<file path="src/sv/gwf_pkg.sv">
package gwf_pkg;

   // Default grid side and the fixed widths of the result word.
   localparam int GRID_SIDE_DEF = 16;
   localparam int OUT_POS_W     = 4;
   localparam int HEAD_W        = 2;

   // Headings.
   localparam logic [HEAD_W-1:0] DIR_NORTH = 2'd0;
   localparam logic [HEAD_W-1:0] DIR_EAST  = 2'd1;
   localparam logic [HEAD_W-1:0] DIR_SOUTH = 2'd2;
   localparam logic [HEAD_W-1:0] DIR_WEST  = 2'd3;

   // Input mode codes.
   localparam logic MODE_LOAD = 1'b0;
   localparam logic MODE_STEP = 1'b1;

   // Probe order of the right-hand rule: right, straight, left, back.
   localparam logic [1:0] PROBE_RIGHT    = 2'd0;
   localparam logic [1:0] PROBE_STRAIGHT = 2'd1;
   localparam logic [1:0] PROBE_LEFT     = 2'd2;
   localparam logic [1:0] PROBE_BACK     = 2'd3;

   // Commands from the controller to the datapath.
   typedef struct packed {
      logic load;       // write the accepted cell into the map
      logic start;      // place the walker if needed and restart the probes
      logic issue;      // read the neighbor of the next probe
      logic move;       // take the pending probe: move and turn
      logic turn_back;  // all probes blocked: only turn around
      logic finish;     // update the exit flag and load the result word
   } cmd_type;

   // Status from the datapath to the controller.
   typedef struct packed {
      logic walk;       // an exit exists and it is not reached yet
      logic open;       // the pending probe found an open cell
      logic last;       // the pending probe is the turn-back probe
      logic out_free;   // the result register can take a word
   } status_type;

   // Heading to try for a given probe.
   function automatic logic [HEAD_W-1:0] probe_dir(input logic [HEAD_W-1:0] head,
                                                   input logic [1:0] probe);
      logic [HEAD_W-1:0] dir;
      case (probe)
         PROBE_RIGHT:    dir = head + 2'd1;
         PROBE_STRAIGHT: dir = head;
         PROBE_LEFT:     dir = head + 2'd3;
         PROBE_BACK:     dir = head + 2'd2;
         default:        dir = head;
      endcase
      return dir;
   endfunction

endpackage

</file>
<file path="src/sv/gwf_ctrl.sv">
module gwf_ctrl (
   input  logic                 clock,
   input  logic                 reset,
   input  logic                 req_valid,
   input  logic                 req_mode,
   output logic                 req_stall,
   input  gwf_pkg::status_type  status,
   output gwf_pkg::cmd_type     cmd
);
   import gwf_pkg::*;

   localparam logic [1:0] ST_IDLE  = 2'd0;
   localparam logic [1:0] ST_READ  = 2'd1;
   localparam logic [1:0] ST_CHECK = 2'd2;
   localparam logic [1:0] ST_DONE  = 2'd3;

   logic [1:0] state_ff;
   logic [1:0] state_in;
   logic       accept;

   // Words are taken only while no step is in progress.
   assign req_stall = (state_ff != ST_IDLE);
   assign accept    = req_valid && (state_ff == ST_IDLE);

   // Next state and commands.
   always_comb begin
      state_in = state_ff;
      cmd      = '0;
      case (state_ff)
         ST_IDLE: begin
            if (accept) begin
               if (req_mode == MODE_LOAD) begin
                  cmd.load = 1'b1;
               end else if (status.walk) begin
                  cmd.start = 1'b1;
                  state_in  = ST_READ;
               end else begin
                  state_in  = ST_DONE;
               end
            end
         end
         ST_READ: begin
            cmd.issue = 1'b1;
            state_in  = ST_CHECK;
         end
         ST_CHECK: begin
            if (status.open) begin
               cmd.move = 1'b1;
               state_in = ST_DONE;
            end else if (status.last) begin
               cmd.turn_back = 1'b1;
               state_in      = ST_DONE;
            end else begin
               cmd.issue = 1'b1;
            end
         end
         ST_DONE: begin
            if (status.out_free) begin
               cmd.finish = 1'b1;
               state_in   = ST_IDLE;
            end
         end
         default: begin
            state_in = ST_IDLE;
         end
      endcase
   end

   always_ff @(posedge clock) begin
      if (reset) begin
         state_ff <= ST_IDLE;
      end else begin
         state_ff <= state_in;
      end
   end

endmodule

</file>
<file path="src/sv/gwf_datapath.sv">
module gwf_datapath #(
   parameter int GRID_SIDE = gwf_pkg::GRID_SIDE_DEF
) (
   input  logic                             clock,
   input  logic                             reset,
   input  gwf_pkg::cmd_type                 cmd,
   output gwf_pkg::status_type              status,
   input  logic [3:0]                       req_cell_row,
   input  logic [3:0]                       req_cell_col,
   input  logic                             req_cell_is_wall,
   output logic                             rsp_valid,
   input  logic                             rsp_stall,
   output logic [gwf_pkg::OUT_POS_W-1:0]    rsp_pos_row,
   output logic [gwf_pkg::OUT_POS_W-1:0]    rsp_pos_col,
   output logic [gwf_pkg::HEAD_W-1:0]       rsp_facing,
   output logic                             rsp_at_exit,
   output logic                             rsp_no_exit
);
   import gwf_pkg::*;

   localparam int POS_W     = $clog2(GRID_SIDE);
   localparam int EDGE_W    = POS_W + 1;
   localparam int MEM_DEPTH = 1 << (2 * POS_W);
   localparam int CMP_W     = 8;
   localparam logic [POS_W-1:0]  LAST_POS  = POS_W'(GRID_SIDE - 1);
   localparam logic [EDGE_W-1:0] EDGE_NONE = EDGE_W'(GRID_SIDE);

   // Wall map, one bit per cell, addressed by row and column.
   logic                  wall_mem [MEM_DEPTH];
   logic                  rd_wall_ff;

   logic [POS_W-1:0]      cur_row_ff, cur_col_ff;
   logic [HEAD_W-1:0]     heading_ff;
   logic [EDGE_W-1:0]     entry_row_ff, exit_row_ff;
   logic                  placed_ff, reached_ff;
   logic [1:0]            probe_ff;

   // Pending probe: neighbor cell, its heading and whether it lies in the grid.
   logic [POS_W-1:0]      nb_row_ff, nb_col_ff;
   logic [HEAD_W-1:0]     nb_dir_ff;
   logic                  nb_ok_ff;
   logic                  nb_last_ff;

   logic                  rsp_valid_ff;
   logic [OUT_POS_W-1:0]  rsp_row_ff, rsp_col_ff;
   logic [HEAD_W-1:0]     rsp_facing_ff;
   logic                  rsp_at_exit_ff, rsp_no_exit_ff;

   logic                  cell_in_grid;
   logic [POS_W-1:0]      wr_row, wr_col;
   logic                  no_exit;
   logic                  at_exit_cell;
   logic [HEAD_W-1:0]     probe_head;
   logic [POS_W-1:0]      nb_row_in, nb_col_in;
   logic                  nb_ok_in;

   // Load address and range test of the incoming cell.
   assign cell_in_grid = (CMP_W'(req_cell_row) < CMP_W'(GRID_SIDE)) &&
                         (CMP_W'(req_cell_col) < CMP_W'(GRID_SIDE));
   assign wr_row = POS_W'(req_cell_row);
   assign wr_col = POS_W'(req_cell_col);

   assign no_exit      = (exit_row_ff == EDGE_NONE);
   assign at_exit_cell = (EDGE_W'(cur_row_ff) == exit_row_ff) && (cur_col_ff == LAST_POS);

   // Neighbor in the heading of the next probe; cells beyond the edge are walls.
   assign probe_head = probe_dir(heading_ff, probe_ff);
   always_comb begin
      nb_row_in = cur_row_ff;
      nb_col_in = cur_col_ff;
      nb_ok_in  = 1'b1;
      case (probe_head)
         DIR_NORTH: begin
            nb_row_in = cur_row_ff - 1'b1;
            nb_ok_in  = (cur_row_ff != '0);
         end
         DIR_EAST: begin
            nb_col_in = cur_col_ff + 1'b1;
            nb_ok_in  = (cur_col_ff != LAST_POS);
         end
         DIR_SOUTH: begin
            nb_row_in = cur_row_ff + 1'b1;
            nb_ok_in  = (cur_row_ff != LAST_POS);
         end
         DIR_WEST: begin
            nb_col_in = cur_col_ff - 1'b1;
            nb_ok_in  = (cur_col_ff != '0);
         end
         default: begin
            nb_ok_in = 1'b0;
         end
      endcase
   end

   // Map write port.
   always_ff @(posedge clock) begin
      if (cmd.load && cell_in_grid) begin
         wall_mem[{wr_row, wr_col}] <= req_cell_is_wall;
      end
   end

   // Map read port, registered.
   always_ff @(posedge clock) begin
      if (cmd.issue) begin
         rd_wall_ff <= wall_mem[{nb_row_in, nb_col_in}];
      end
   end

   // Pending probe registers.
   always_ff @(posedge clock) begin
      if (cmd.issue) begin
         nb_row_ff  <= nb_row_in;
         nb_col_ff  <= nb_col_in;
         nb_dir_ff  <= probe_head;
         nb_ok_ff   <= nb_ok_in;
         nb_last_ff <= (probe_ff == PROBE_BACK);
      end
   end

   // Walker, edge rows and flags.
   always_ff @(posedge clock) begin
      if (reset) begin
         cur_row_ff   <= '0;
         cur_col_ff   <= '0;
         heading_ff   <= DIR_EAST;
         entry_row_ff <= EDGE_NONE;
         exit_row_ff  <= EDGE_NONE;
         placed_ff    <= 1'b0;
         reached_ff   <= 1'b0;
         probe_ff     <= PROBE_RIGHT;
      end else begin
         if (cmd.load && cell_in_grid && !req_cell_is_wall) begin
            if (wr_col == '0 && EDGE_W'(wr_row) < entry_row_ff) begin
               entry_row_ff <= EDGE_W'(wr_row);
            end
            if (wr_col == LAST_POS && EDGE_W'(wr_row) < exit_row_ff) begin
               exit_row_ff <= EDGE_W'(wr_row);
            end
         end
         if (cmd.start) begin
            probe_ff <= PROBE_RIGHT;
            if (!placed_ff) begin
               cur_row_ff <= (entry_row_ff < EDGE_NONE) ? entry_row_ff[POS_W-1:0] : '0;
               cur_col_ff <= '0;
               heading_ff <= DIR_EAST;
               placed_ff  <= 1'b1;
            end
         end
         if (cmd.issue) begin
            probe_ff <= probe_ff + 1'b1;
         end
         if (cmd.move) begin
            cur_row_ff <= nb_row_ff;
            cur_col_ff <= nb_col_ff;
            heading_ff <= nb_dir_ff;
         end
         if (cmd.turn_back) begin
            heading_ff <= nb_dir_ff;
         end
         if (cmd.finish && at_exit_cell) begin
            reached_ff <= 1'b1;
         end
      end
   end

   // Result register.
   always_ff @(posedge clock) begin
      if (reset) begin
         rsp_valid_ff <= 1'b0;
      end else if (cmd.finish) begin
         rsp_valid_ff <= 1'b1;
      end else if (!rsp_stall) begin
         rsp_valid_ff <= 1'b0;
      end
   end

   always_ff @(posedge clock) begin
      if (cmd.finish) begin
         rsp_row_ff     <= OUT_POS_W'(cur_row_ff);
         rsp_col_ff     <= OUT_POS_W'(cur_col_ff);
         rsp_facing_ff  <= heading_ff;
         rsp_at_exit_ff <= reached_ff | at_exit_cell;
         rsp_no_exit_ff <= no_exit;
      end
   end

   assign status.walk     = !no_exit && !reached_ff;
   assign status.open     = nb_ok_ff && !rd_wall_ff;
   assign status.last     = nb_last_ff;
   assign status.out_free = !rsp_valid_ff || !rsp_stall;

   assign rsp_valid   = rsp_valid_ff;
   assign rsp_pos_row = rsp_row_ff;
   assign rsp_pos_col = rsp_col_ff;
   assign rsp_facing  = rsp_facing_ff;
   assign rsp_at_exit = rsp_at_exit_ff;
   assign rsp_no_exit = rsp_no_exit_ff;

endmodule

</file>
<file path="src/sv/grid_wall_follower.sv">
// Right-hand wall follower on a square grid.
// Input channel (req_): each word either loads one map cell (mode 0) or
// advances the walker one step (mode 1). A word is taken when req_valid is
// high and req_stall is low. A load gives no result.
// Result channel (rsp_): every step gives one word with the position, the
// heading, the sticky exit flag and the no-exit flag.
// A step runs from acceptance through the probes to the result register: the
// map has one read port, so the right, straight, left and back neighbors are
// read one per cycle behind a registered read, and probing stops at the first
// open cell. A step that cannot move (no exit, or exit reached) skips the
// probes. req_stall is high while a step is in progress, so a new word is
// taken only once the previous step has loaded its result word.
// A finished result waits in the output register while rsp_stall is high;
// loads are still taken meanwhile, and a following step completes its probes
// and then waits until the output register is free.
// Reset clears the walker to row 0, column 0, facing east, and marks entry and
// exit as unknown. The map is not cleared; every cell the walker may probe
// must be loaded first.
module grid_wall_follower #(
   parameter int GRID_SIDE = gwf_pkg::GRID_SIDE_DEF
) (
   input  logic       clock,
   input  logic       reset,
   input  logic       req_valid,
   output logic       req_stall,
   input  logic       req_mode,
   input  logic [3:0] req_cell_row,
   input  logic [3:0] req_cell_col,
   input  logic       req_cell_is_wall,
   output logic       rsp_valid,
   input  logic       rsp_stall,
   output logic [3:0] rsp_pos_row,
   output logic [3:0] rsp_pos_col,
   output logic [1:0] rsp_facing,
   output logic       rsp_at_exit,
   output logic       rsp_no_exit
);
   import gwf_pkg::*;

   cmd_type    cmd;
   status_type status;

   // Step sequencer.
   gwf_ctrl u_ctrl (
      .clock     (clock),
      .reset     (reset),
      .req_valid (req_valid),
      .req_mode  (req_mode),
      .req_stall (req_stall),
      .status    (status),
      .cmd       (cmd)
   );

   // Map, walker state and result register.
   gwf_datapath #(
      .GRID_SIDE (GRID_SIDE)
   ) u_datapath (
      .clock            (clock),
      .reset            (reset),
      .cmd              (cmd),
      .status           (status),
      .req_cell_row     (req_cell_row),
      .req_cell_col     (req_cell_col),
      .req_cell_is_wall (req_cell_is_wall),
      .rsp_valid        (rsp_valid),
      .rsp_stall        (rsp_stall),
      .rsp_pos_row      (rsp_pos_row),
      .rsp_pos_col      (rsp_pos_col),
      .rsp_facing       (rsp_facing),
      .rsp_at_exit      (rsp_at_exit),
      .rsp_no_exit      (rsp_no_exit)
   );

endmodule
</file>
<file path="config.mk">
export PLATFORM = sky130hd
export DESIGN_NAME = grid_wall_follower
export DESIGN_NICKNAME = d
export VERILOG_FILES = /design/src/sv/gwf_pkg.sv /design/src/sv/gwf_ctrl.sv /design/src/sv/gwf_datapath.sv /design/src/sv/grid_wall_follower.sv
export SDC_FILE = /design/constraint.sdc
export NUM_CORES = 1
export LEC_CHECK = 0
export BUFFER_PORTS_ARGS = -buffer_cell sky130_fd_sc_hd__buf_4
export CAP_MARGIN = 20
export CORE_MARGIN = 1.5
export CORE_UTILIZATION = 55
export DETAILED_ROUTE_END_ITERATION = 12
export GPL_TIMING_DRIVEN = 0
export PLACE_DENSITY = 0.79
export SLEW_MARGIN = 20
export SYNTH_ARGS = -nofsm -noshare
export SYNTH_HDL_FRONTEND = slang
export SYNTH_SLANG_ARGS = --single-unit
export TNS_END_PERCENT = 100
</file>
<file path="constraint.sdc">
create_clock -name clock -period 4.22 [get_ports clock]
set_input_delay 0 -clock clock [delete_from_list [all_inputs] [get_ports clock]]
set_output_delay 0 -clock clock [all_outputs]
set_load 0.01 [all_outputs]
</file>
==> out/metrics.csv, run 1 <==
metric,value,unit
WS Path Type,flop to flop,
Pre-antenna DRT Iters,5,
Routed WL,33600,µm
Placed Cells,1431,
syn avg cell area,13.0,µm²
Crit. Startpoint,u_datapath.probe_ff[0],
PD cells,644,mW/mm²
# DRC,0,
full die area,0.0264,mm²
CTS tree,built,
Crit Path Max Fanout,10,
largest family of logic cells by synthesized area,multiplexers,
final hold violation count,0,
vias in the first global route,8988,
Ports,28,
synth top area cells,"edfxtp_1 (60%), mux2i_1 (8.2%), nor2_1 (8.1%), mux4_2 (5.5%), dfxtp_1 (3.9%)",
synthesized flop and latch total,308,
Fin Setup TNS,0,ps
worst path required time,4530,ps
Post-DP Area,0.0146,mm²
Die Width,162,µm
Tmin final,4050,ps
post-synthesis cell count,1073,
Max Cap Viol,0,
cell area after layout,0.0159,mm²
Worst-path clk slew,60,ps
CTS root buf,clkbuf_16,
Max Clk Rate,247,MHz
most frequent cells in the layout,"nor2_1 (300), edfxtp_1 (281), mux2i_1 (113)",
CTS Buf Count,31,
multiplexer share of the synthesized area,0.140,
post-DP HPWL,21000,µm
crit start category,flop,
Layout Skew,15.8,ps
post-synth top area share,0.604,
Antenna Nets Post-Route,0,
Final Max Slew Viols,0,
Synth Area in Adders,0.0211,
Worst R2R Start,u_datapath.probe_ff[0],
Worst-Margin Slew,1200,ps
worst vdd ir,0.461,mV
diodes inserted,0,
Mapped Area,0.0140,mm²
post-route clock period utilization,0.960,
hold path start,req_cell_row[1],
drt via density,6.05,
Critical Path AT,4360,ps
std cell rows,58,
share of layout cells above drive strength 1,0.125,
Worst Hold Class,primary input to flop,
Final #Nets,1184,
endpoints failing setup,0,
"most common cell after layout, fill and taps aside",nor2_1,
wire length per cell,22.4,µm
first-pass GRT wire length,51000,µm
Buffers on Ports,27,
Die Y,162,µm
H-tree Lvls,1,
Skew-Pair Late Insertion Delay,580,ps
sequential fraction of the synthesis area,0.643,
core area,0.0250,mm²
post-layout util,0.634,
gr ovfl total,0,
GPL Wtd Cong,0.864,
Yosys warning count,0,
Area Overhead vs Synth,13.6,%
post-synthesis xor/xnor area fraction,0.00869,
largest net degree at the start of global routing,176,
Compound-Gate Fraction of Synth Area,0.0322,
Max Root-Sink Buffers,3,
"area leader, netlist",edfxtp_1,
initial antenna violation count,0,
simple-gate share of the synthesized area,0.125,
Starting Density,0.558,
total track usage,0.261,
fill count,1835,
"non-filler cells, final",1502,
syn_nets,1110,
CTS Sinks,308,
total number of vias,9085,
relative slew slack,0.178,
Worst setup EP type,flop,
leakage,5.74,nW
status,completed,
Yosys cell types,54,
DRT iter0 DRCs,1187,
-- stage by stage --
step           hold WS (ps)  power (mW)  setup slack (ps)
2_1_floorplan          79.3        6.15               446
3_3_place_gp            217        7.15              -413
3_5_place_dp            219        7.21              -437
4_1_cts                45.8        9.98              8.50
5_1_grt                 105        10.5             -3.55
6_report               72.0        10.2               168
-- cells in the mapped netlist (all sizes together) --
cell type	number
nand3b	2
nand4	8
nand2b	4
or3	2
fa	1
edfxtp	281
o22ai	1
dfxtp	27
a21boi	1
mux2i	114
a31oi	3
o211ai	1
nor4	2
and4	1
nand4b	1
o21ai	11
o211a	1
nor2b	9
mux4	36
nor3b	3
a311oi	1
and2	1
a22oi	10
buf	19
a21oi	28
nor2	304
xor2	8
clkbuf	41
nor4b	1
o31a	1
a221oi	1
nand2	56
nand3	20
xnor2	5
a21o	5
and3	2
ha	22
inv	22
a31o	1
clkinv	1
a211oi	5
nor3	9
a221o	1
-- routing by layer --
layer	global-route usage	share of wire	routed length [µm]
met5	0	0	0
met4	0.100	0.035	1190
met3	0.0573	0.11	3550
met2	0.432	0.48	16100
met1	0.339	0.38	12800
-- kinds of logic after synthesis --
group	count (synthesis)
AOI/OAI and AO/OA	71
and+or+nand+nor	425
buffers and inverters	83
xor gates and xnor gates	13
adders and majority gates	23
DFF	308
muxes	150
-- path summary, 6_finish.rpt --
check	endpoint	cells after the start	slack, ps
min	u_datapath.exit_row_ff[1]	4	70
max	u_datapath.rd_wall_ff	19	170
max reg2reg	u_datapath.rd_wall_ff	19	170
min reg2reg	u_datapath.rsp_pos_col[1]	0	450
-- flip-flops by register name (all words and copies together) (netlist names), 4 cells and up --
name / flops
u_datapath.rsp_pos_col: 4
u_datapath.nb_col_ff: 4
u_datapath.cur_row_ff: 4
u_datapath.wall_mem: 256
u_datapath.nb_row_ff: 4
u_datapath.entry_row_ff: 5
u_datapath.cur_col_ff: 4
u_datapath.exit_row_ff: 5
u_datapath.rsp_pos_row: 4
-- critical path, stage by stage (launching register included) --
cell	delay, ps
dfxtp_2	360
inv_1	50
ha_1	200
xor2_1	150
nor2_1	100
nor2_1	50
nand2_1	60
o31a_1	270
inv_1	110
ha_1	290
nor2_4	170
mux2i_2	300
clkinv_2	180
clkbuf_4	290
mux4_2	350
mux2i_1	250
nand2_1	100
nand4_1	130
nand3_1	140
and4_1	240
-- layout make-up --
cell class,count,area [µm²],area share
inverters,23,87.6,0.00552
clock buffers,39,806,0.0508
clock inverters,19,198,0.0125
well taps,330,413,0.0260
plain buffers,60,390,0.0246
flip-flops and latches,308,8980,0.566
repair buffers,41,360,0.0227
multi-input cells,682,4640,0.292
-- what timing repair did --
item                       in CTS  in global routing
hold endpoints to repair      104                  0
pin swaps                       0                  1
hold buffers                    5                  0
setup buffers                   4                  4
setup endpoints to repair       1                  1
gates resized for setup        12                 21
-- power by group --
group          leakage (nW)  internal (mW)  total (mW)  switching, mW
Clock                 0.489           1.59        2.73           1.13
Sequential             2.75           3.49        3.56         0.0701
Combinational          2.51           1.67        3.93           2.26
Total                  5.74           6.75        10.2           3.46
(Power assumes the default switching activity.)
==> inputs of run 2 (changes only) <==
--- a/config.mk
+++ b/config.mk
@@ -15,5 +15,6 @@
 export SLEW_MARGIN = 20
 export SYNTH_ARGS = -nofsm -noshare
 export SYNTH_HDL_FRONTEND = slang
+export SYNTH_HIERARCHICAL = 1
 export SYNTH_SLANG_ARGS = --single-unit
 export TNS_END_PERCENT = 100
==> run 2 against run 1 <==
Net effect: sequential power barely moved; combinational power increased by 3%; sequential cell count did not move; worst setup slack lost 98 ps; maximum frequency decreased by 2.4%; wire length up 22%; sequential share of layout area is 1.6 points lower; clock power down 8.1%; largest cell class unchanged; critical path depth shrank 3; utilization rose by 0.94 points.
==> out/metrics.csv, run 2 <==
metric,value,unit
hold path start,req_cell_col[3],
CTS tree,built,
Area Overhead vs Synth,14.1,%
Buffers on Ports,23,
flop-to-flop setup slack,70,ps
"non-filler cells, final",1730,
status,completed,
std cell rows,58,
PD cells,617,mW/mm²
Placed Cells,1653,
synthesized flop and latch total,308,
relative slew slack,0.381,
Worst setup EP type,flop,
"EDFF count, synth",281,
"Most flops, register",u_datapath/wall_mem,
post-layout util,0.643,
Yosys cell types,62,
syn avg cell area,11.0,µm²
Critical Path AT,4540,ps
Worst Hold Class,primary input to flop,
leakage,5.75,nW
biggest registers after layout,"u_datapath/wall_mem x256, u_datapath/entry_row_ff x5, u_datapath/exit_row_ff x5",
WS Path Type,flop to flop,
Skew-Pair Late Insertion Delay,570,ps
post-DP HPWL,26000,µm
Hold Slack,22.5,ps
gr ovfl total,0,
final hold violation count,0,
Yosys warning count,6,
DRT iter0 DRCs,1871,
total track usage,0.302,
Pre-antenna DRT Iters,11,
crit start category,flop,
Layout Skew,13.9,ps
most frequent cell after synthesis,nor2_1,
Mapped Area,0.0143,mm²
first-pass GRT wire length,60000,µm
largest net degree at the start of global routing,166,
diodes inserted,0,
synth top area cells,"edfxtp_1 (59%), nor2_1 (7.7%), nand2_1 (6.1%), dfxtp_1 (3.8%), mux2i_1 (3.6%)",
GPL Wtd Cong,0.922,
initial antenna violation count,0,
sequential fraction of the synthesis area,0.627,
Largest register FFs,256,
worst vdd ir,0.352,mV
syn_nets,1336,
CTS root buf,clkbuf_16,
share of layout cells above drive strength 1,0.119,
drt via density,6.43,
Antenna Nets Post-Route,0,
cell area after layout,0.0163,mm²
Hold Path End,u_datapath/wall_mem[206],
full die area,0.0270,mm²
Max Clk Rate,241,MHz
Cells on Worst Hold Path,3,
"most common cell after layout, fill and taps aside",nor2_1,
Worst R2R Start,u_datapath/probe_ff[0],
core area,0.0254,mm²
Crit Path Max Fanout,11,
H-tree Lvls,1,
total number of vias,11128,
Worst-path clk slew,60,ps
post-synth top area share,0.589,
Max Root-Sink Buffers,3,
Post-DP Area,0.0150,mm²
worst path required time,4610,ps
endpoints failing setup,0,
CTS Sinks,308,
Ports,28,
Fin Setup TNS,0,ps
Max Cap Viol,0,
vias in the first global route,10533,
CTS Buf Count,31,
Final Max Slew Viols,0,
post-synthesis cell count,1299,
fill count,1873,
Final #Nets,1413,
most frequent cells in the layout,"nor2_1 (294), edfxtp_1 (281), nand2_1 (231)",
Place WS,-514,ps
setup ws final,70.2,ps
"Top FF cell, synth",edfxtp_1,
post-route clock period utilization,0.983,
"area leader, netlist",edfxtp_1,
Tmin final,4150,ps
wire length per cell,23.6,µm
ys async rst share,0,
Routed WL,40900,µm
R2R Path End,u_datapath/rd_wall_ff,
Synth top cells by count,"nor2_1 (295), edfxtp_1 (281), nand2_1 (232)",
Starting Density,0.564,
Die Y,164,µm
Die Width,164,µm
worst r2r path cells,16,
# DRC,0,
Tot Pwr,10.1,mW
Worst-Margin Slew,924,ps
-- run 2: worst max path at each step --
stage                           start                     to  cells after the start  slack, ps
5_1_grt        u_datapath/probe_ff[1]  u_datapath/rd_wall_ff                     16        -30
2_1_floorplan  u_datapath/probe_ff[1]  u_datapath/rd_wall_ff                     17        620
4_1_cts        u_datapath/probe_ff[1]  u_datapath/rd_wall_ff                     15          3
3_3_place_gp   u_datapath/probe_ff[1]  u_datapath/rd_wall_ff                     17       -450
3_5_place_dp   u_datapath/probe_ff[1]  u_datapath/rd_wall_ff                     17       -510
6_report       u_datapath/probe_ff[0]  u_datapath/rd_wall_ff                     16         70
-- run 2: cell type report --
type                       count  area (µm²)  area share
buffer                        93         532      0.0325
clock buffer                  43         841      0.0515
clock inverter                14        73.8     0.00452
inverter                      25         104     0.00636
multi-input combinational    873        5010       0.307
sequential                   308        8980       0.550
tap                          330         413      0.0253
timing repair buffer          44         383      0.0234
-- run 2: layer usage --
layer,vias up,global-route usage,share of wire
met3,172,0.0653,0.13
met1,5337,0.394,0.35
met4,0,0.130,0.054
met5,-,0,0
li1,4747,-,-
met2,872,0.493,0.46
-- run 2: power by group --
group | switching [mW] | leakage (nW) | internal (mW)
clock network | 1.13 | 0.448 | 1.39
registers | 0.0619 | 2.75 | 3.47
logic | 2.59 | 2.56 | 1.45
total | 3.78 | 5.75 | 6.31
-- run 2: cell families (layout without fill, tap and decap cells) --
group                      Yosys count  after routing  share of synthesized area
muxes                               60             60                     0.0489
DFF                                308            308                      0.627
adders and majority gates           23             23                     0.0211
AOI/OAI and AO/OA                  115            115                     0.0621
buffers and inverters              118            219                     0.0373
and+or+nand+nor                    660            660                      0.193
xor gates and xnor gates            15             15                     0.0102
-- run 2: repair_timing --
action / CTS / global route
setup buffers: 2 / 11
setup endpoints to repair: 1 / 1
hold endpoints to repair: 101 / 0
cloned: 0 / 1
pin swaps: 1 / 12
hold buffers: 6 / 0
resized for setup: 21 / 57
-- run 2: worst max-delay path, stage by stage, from the launching register on --
cell and delay (ps):
dfxtp_2 340, buf_4 130, ha_1 240, nor2_4 190
xor2_4 240, buf_8 190, ha_4 200, fa_1 440
mux2i_4 270, buf_6 190, buf_6 190, mux2i_2 280
mux2i_1 150, a222oi_1 370, a22o_1 240, nor4_2 60
a41oi_2 240
==> inputs of run 3 (changes only) <==
--- a/config.mk
+++ b/config.mk
@@ -12,6 +12,7 @@
 export DETAILED_ROUTE_END_ITERATION = 12
 export GPL_TIMING_DRIVEN = 0
 export PLACE_DENSITY = 0.79
+export SETUP_SLACK_MARGIN = 0.3
 export SLEW_MARGIN = 20
 export SYNTH_ARGS = -nofsm -noshare
 export SYNTH_HDL_FRONTEND = slang
==> run 3 against run 2 <==
Net effect: register-to-register slack improved by 150 ps; worst setup slack gained 150 ps; count of clock-buffer cells in the layout is the same; sequential share of layout area fell by 1.0 points; hold slack better by 10 ps; combinational power increased by 10%; critical path depth up 1; wire length up 1.8%; via count is 0.63% higher; utilization up 1.3 points; final area increased by 2.0%; critical path type unchanged.
==> out/metrics.csv, run 3 (synthesized netlist as in run 2, its figures left out) <==
metric,value,unit
Reg power frac,0.336,
CTS root buf,clkbuf_16,
WP buf/inv,4,
Critical Path Most Common Cell,buf_12,
PD cells,631,mW/mm²
Critical Path AT,4260,ps
most frequent cells in the layout,"nor2_1 (293), edfxtp_1 (281), nand2_1 (231)",
Fin Setup TNS,0,ps
std cell rows,58,
fill count,1807,
Largest register FFs,256,
Max Clk Rate,250,MHz
post-DP HPWL,26000,µm
Worst setup EP type,flop,
Crit Path Max Fanout,8,
Die Y,164,µm
Worst R2R Start,u_datapath/probe_ff[0],
flop-to-flop setup slack,220,ps
Buffers on Ports,23,
CP max-delay cell,fa_1,
"most common cell after layout, fill and taps aside",nor2_1,
# DRC,0,
final hold violation count,0,
CTS Sinks,308,
GPL Wtd Cong,0.922,
share of layout cells above drive strength 1,0.143,
H-tree Lvls,1,
endpoints failing setup,0,
Comb pwr share,0.423,
Ports,28,
CTS tree,built,
met2 usage,0.508,
WS Path Type,flop to flop,
met1 Use GR,0.393,
Hold Path End,u_datapath/wall_mem[206],
total track usage,0.311,
Worst-Margin Slew,920,ps
Net Sw Power,3.95,mW
worst vdd ir,0.369,mV
first-pass GRT wire length,61400,µm
leakage,5.84,nW
total number of vias,11198,
Worst Hold Class,primary input to flop,
Post-DP Area,0.0150,mm²
sw frac,0.376,
drt via density,6.44,
post-route clock period utilization,0.947,
GRT met3 Usage,0.0703,
DRT iter0 DRCs,1797,
status,completed,
Starting Density,0.564,
Cells on Worst Hold Path,3,
crit start category,flop,
Layout Skew,16.3,ps
Max Cap Viol,0,
R2R Path End,u_datapath/rd_wall_ff,
Routed WL,41600,µm
Tmin final,4000,ps
"non-filler cells, final",1739,
diodes inserted,0,
CP top delay family,adder cells,
worst r2r path cells,17,
Clock Power Share,0.240,
Placed Cells,1653,
worst path required time,4480,ps
biggest registers after layout,"u_datapath/wall_mem x256, u_datapath/entry_row_ff x5, u_datapath/exit_row_ff x5",
CTS Buf Count,31,
largest net degree at the start of global routing,166,
hold path start,req_cell_col[3],
"Most flops, register",u_datapath/wall_mem,
core area,0.0254,mm²
Pre-antenna DRT Iters,6,
wire length per cell,23.9,µm
max incr delay on CP,570,ps
Final Max Slew Viols,0,
Pint,6.56,mW
Antenna Nets Post-Route,0,
Die Width,164,µm
vias in the first global route,10751,
relative slew slack,0.383,
cell area after layout,0.0167,mm²
Final #Nets,1422,
crit-path cells,"inv_2, ha_4, xor2_2, nor2b_1, o31a_1, ha_4, fa_1, mux2i_4, buf_12, buf_12, buf_12, mux2i_4, mux2i_2, a222oi_1, a22o_1, nor4_2, a41oi_2",
initial antenna violation count,0,
Worst-path clk slew,60,ps
Max Root-Sink Buffers,3,
Skew-Pair Late Insertion Delay,580,ps
full die area,0.0270,mm²
RSZ-0062 raised after global routing,yes,
gr ovfl total,0,
GRT busiest layer,met2,
Area Overhead vs Synth,16.3,%
==> run 3: worst min-delay path, delay by kind of cell <==
family / cells / cell delay [ps]
and+or+nand+nor: 2 / 230
buffers and inverters: 1 / 200
==> run 3: final cells by class <==
class                           instances  area [µm²]  share of cell area
Clock inverter                         14        73.8             0.00443
Tap cell                              330         413              0.0248
Buffer                                 93         569              0.0342
Timing Repair Buffer                   53         485              0.0291
Clock buffer                           43         841              0.0505
Inverter                               25         101             0.00608
Sequential cell                       308        8980               0.539
Multi-Input combinational cell        873        5190               0.312
==> run 3: worst max-delay path by stage <==
stage | end | from | slack [ps] | cells after the start
finish | u_datapath/rd_wall_ff | u_datapath/probe_ff[0] | 220 | 17
global route | u_datapath/rd_wall_ff | u_datapath/probe_ff[0] | 130 | 19
CTS | u_datapath/rd_wall_ff | u_datapath/probe_ff[0] | 280 | 17
detailed placement | u_datapath/rd_wall_ff | u_datapath/probe_ff[1] | -510 | 17
global placement | u_datapath/rd_wall_ff | u_datapath/probe_ff[1] | -450 | 17
floorplan | u_datapath/rd_wall_ff | u_datapath/probe_ff[1] | 620 | 17
==> run 3: layer usage <==
metal,routed length [µm],vias up,share of wire
li1,-,4775,-
met1,14500,5342,0.35
met2,19300,890,0.46
met3,5530,191,0.13
met4,2270,0,0.055
met5,0,-,0
==> run 3: power groups by stage <==
| stage | clock network [mW] | logic (mW) | registers [mW] |
|---|---|---|---|
| finish | 2.53 | 4.45 | 3.53 |
| global route | 2.65 | 4.59 | 3.54 |
| detailed placement | 0 | 3.45 | 3.59 |
| CTS | 2.53 | 4.03 | 3.53 |
| global placement | 0 | 3.36 | 3.59 |
| floorplan | 0 | 2.24 | 3.58 |
==> run 3: timing repair <==
| item | 4_1_cts | 5_1_grt |
|---|---|---|
| hold buffers | 6 | 0 |
| cloned | 1 | 0 |
| pin swaps | 25 | 25 |
| endpoints found under the setup margin | 1 | 1 |
| endpoints found under the hold margin | 101 | 0 |
| buffers inserted | 15 | 7 |
| resized for setup | 87 | 34 |
==> run 3: per-stage QoR <==
step	hold slack [ps]	worst slack (ps)	utilization	power (mW)
final	32.8	222	0.656	10.5
after global routing	43.3	135	0.656	10.8
after CTS	4.56	282	0.648	10.1
after detailed placement	234	-514	0.589	7.05
after global placement	230	-454	0.587	6.95
after floorplan	79.3	625	-	5.82
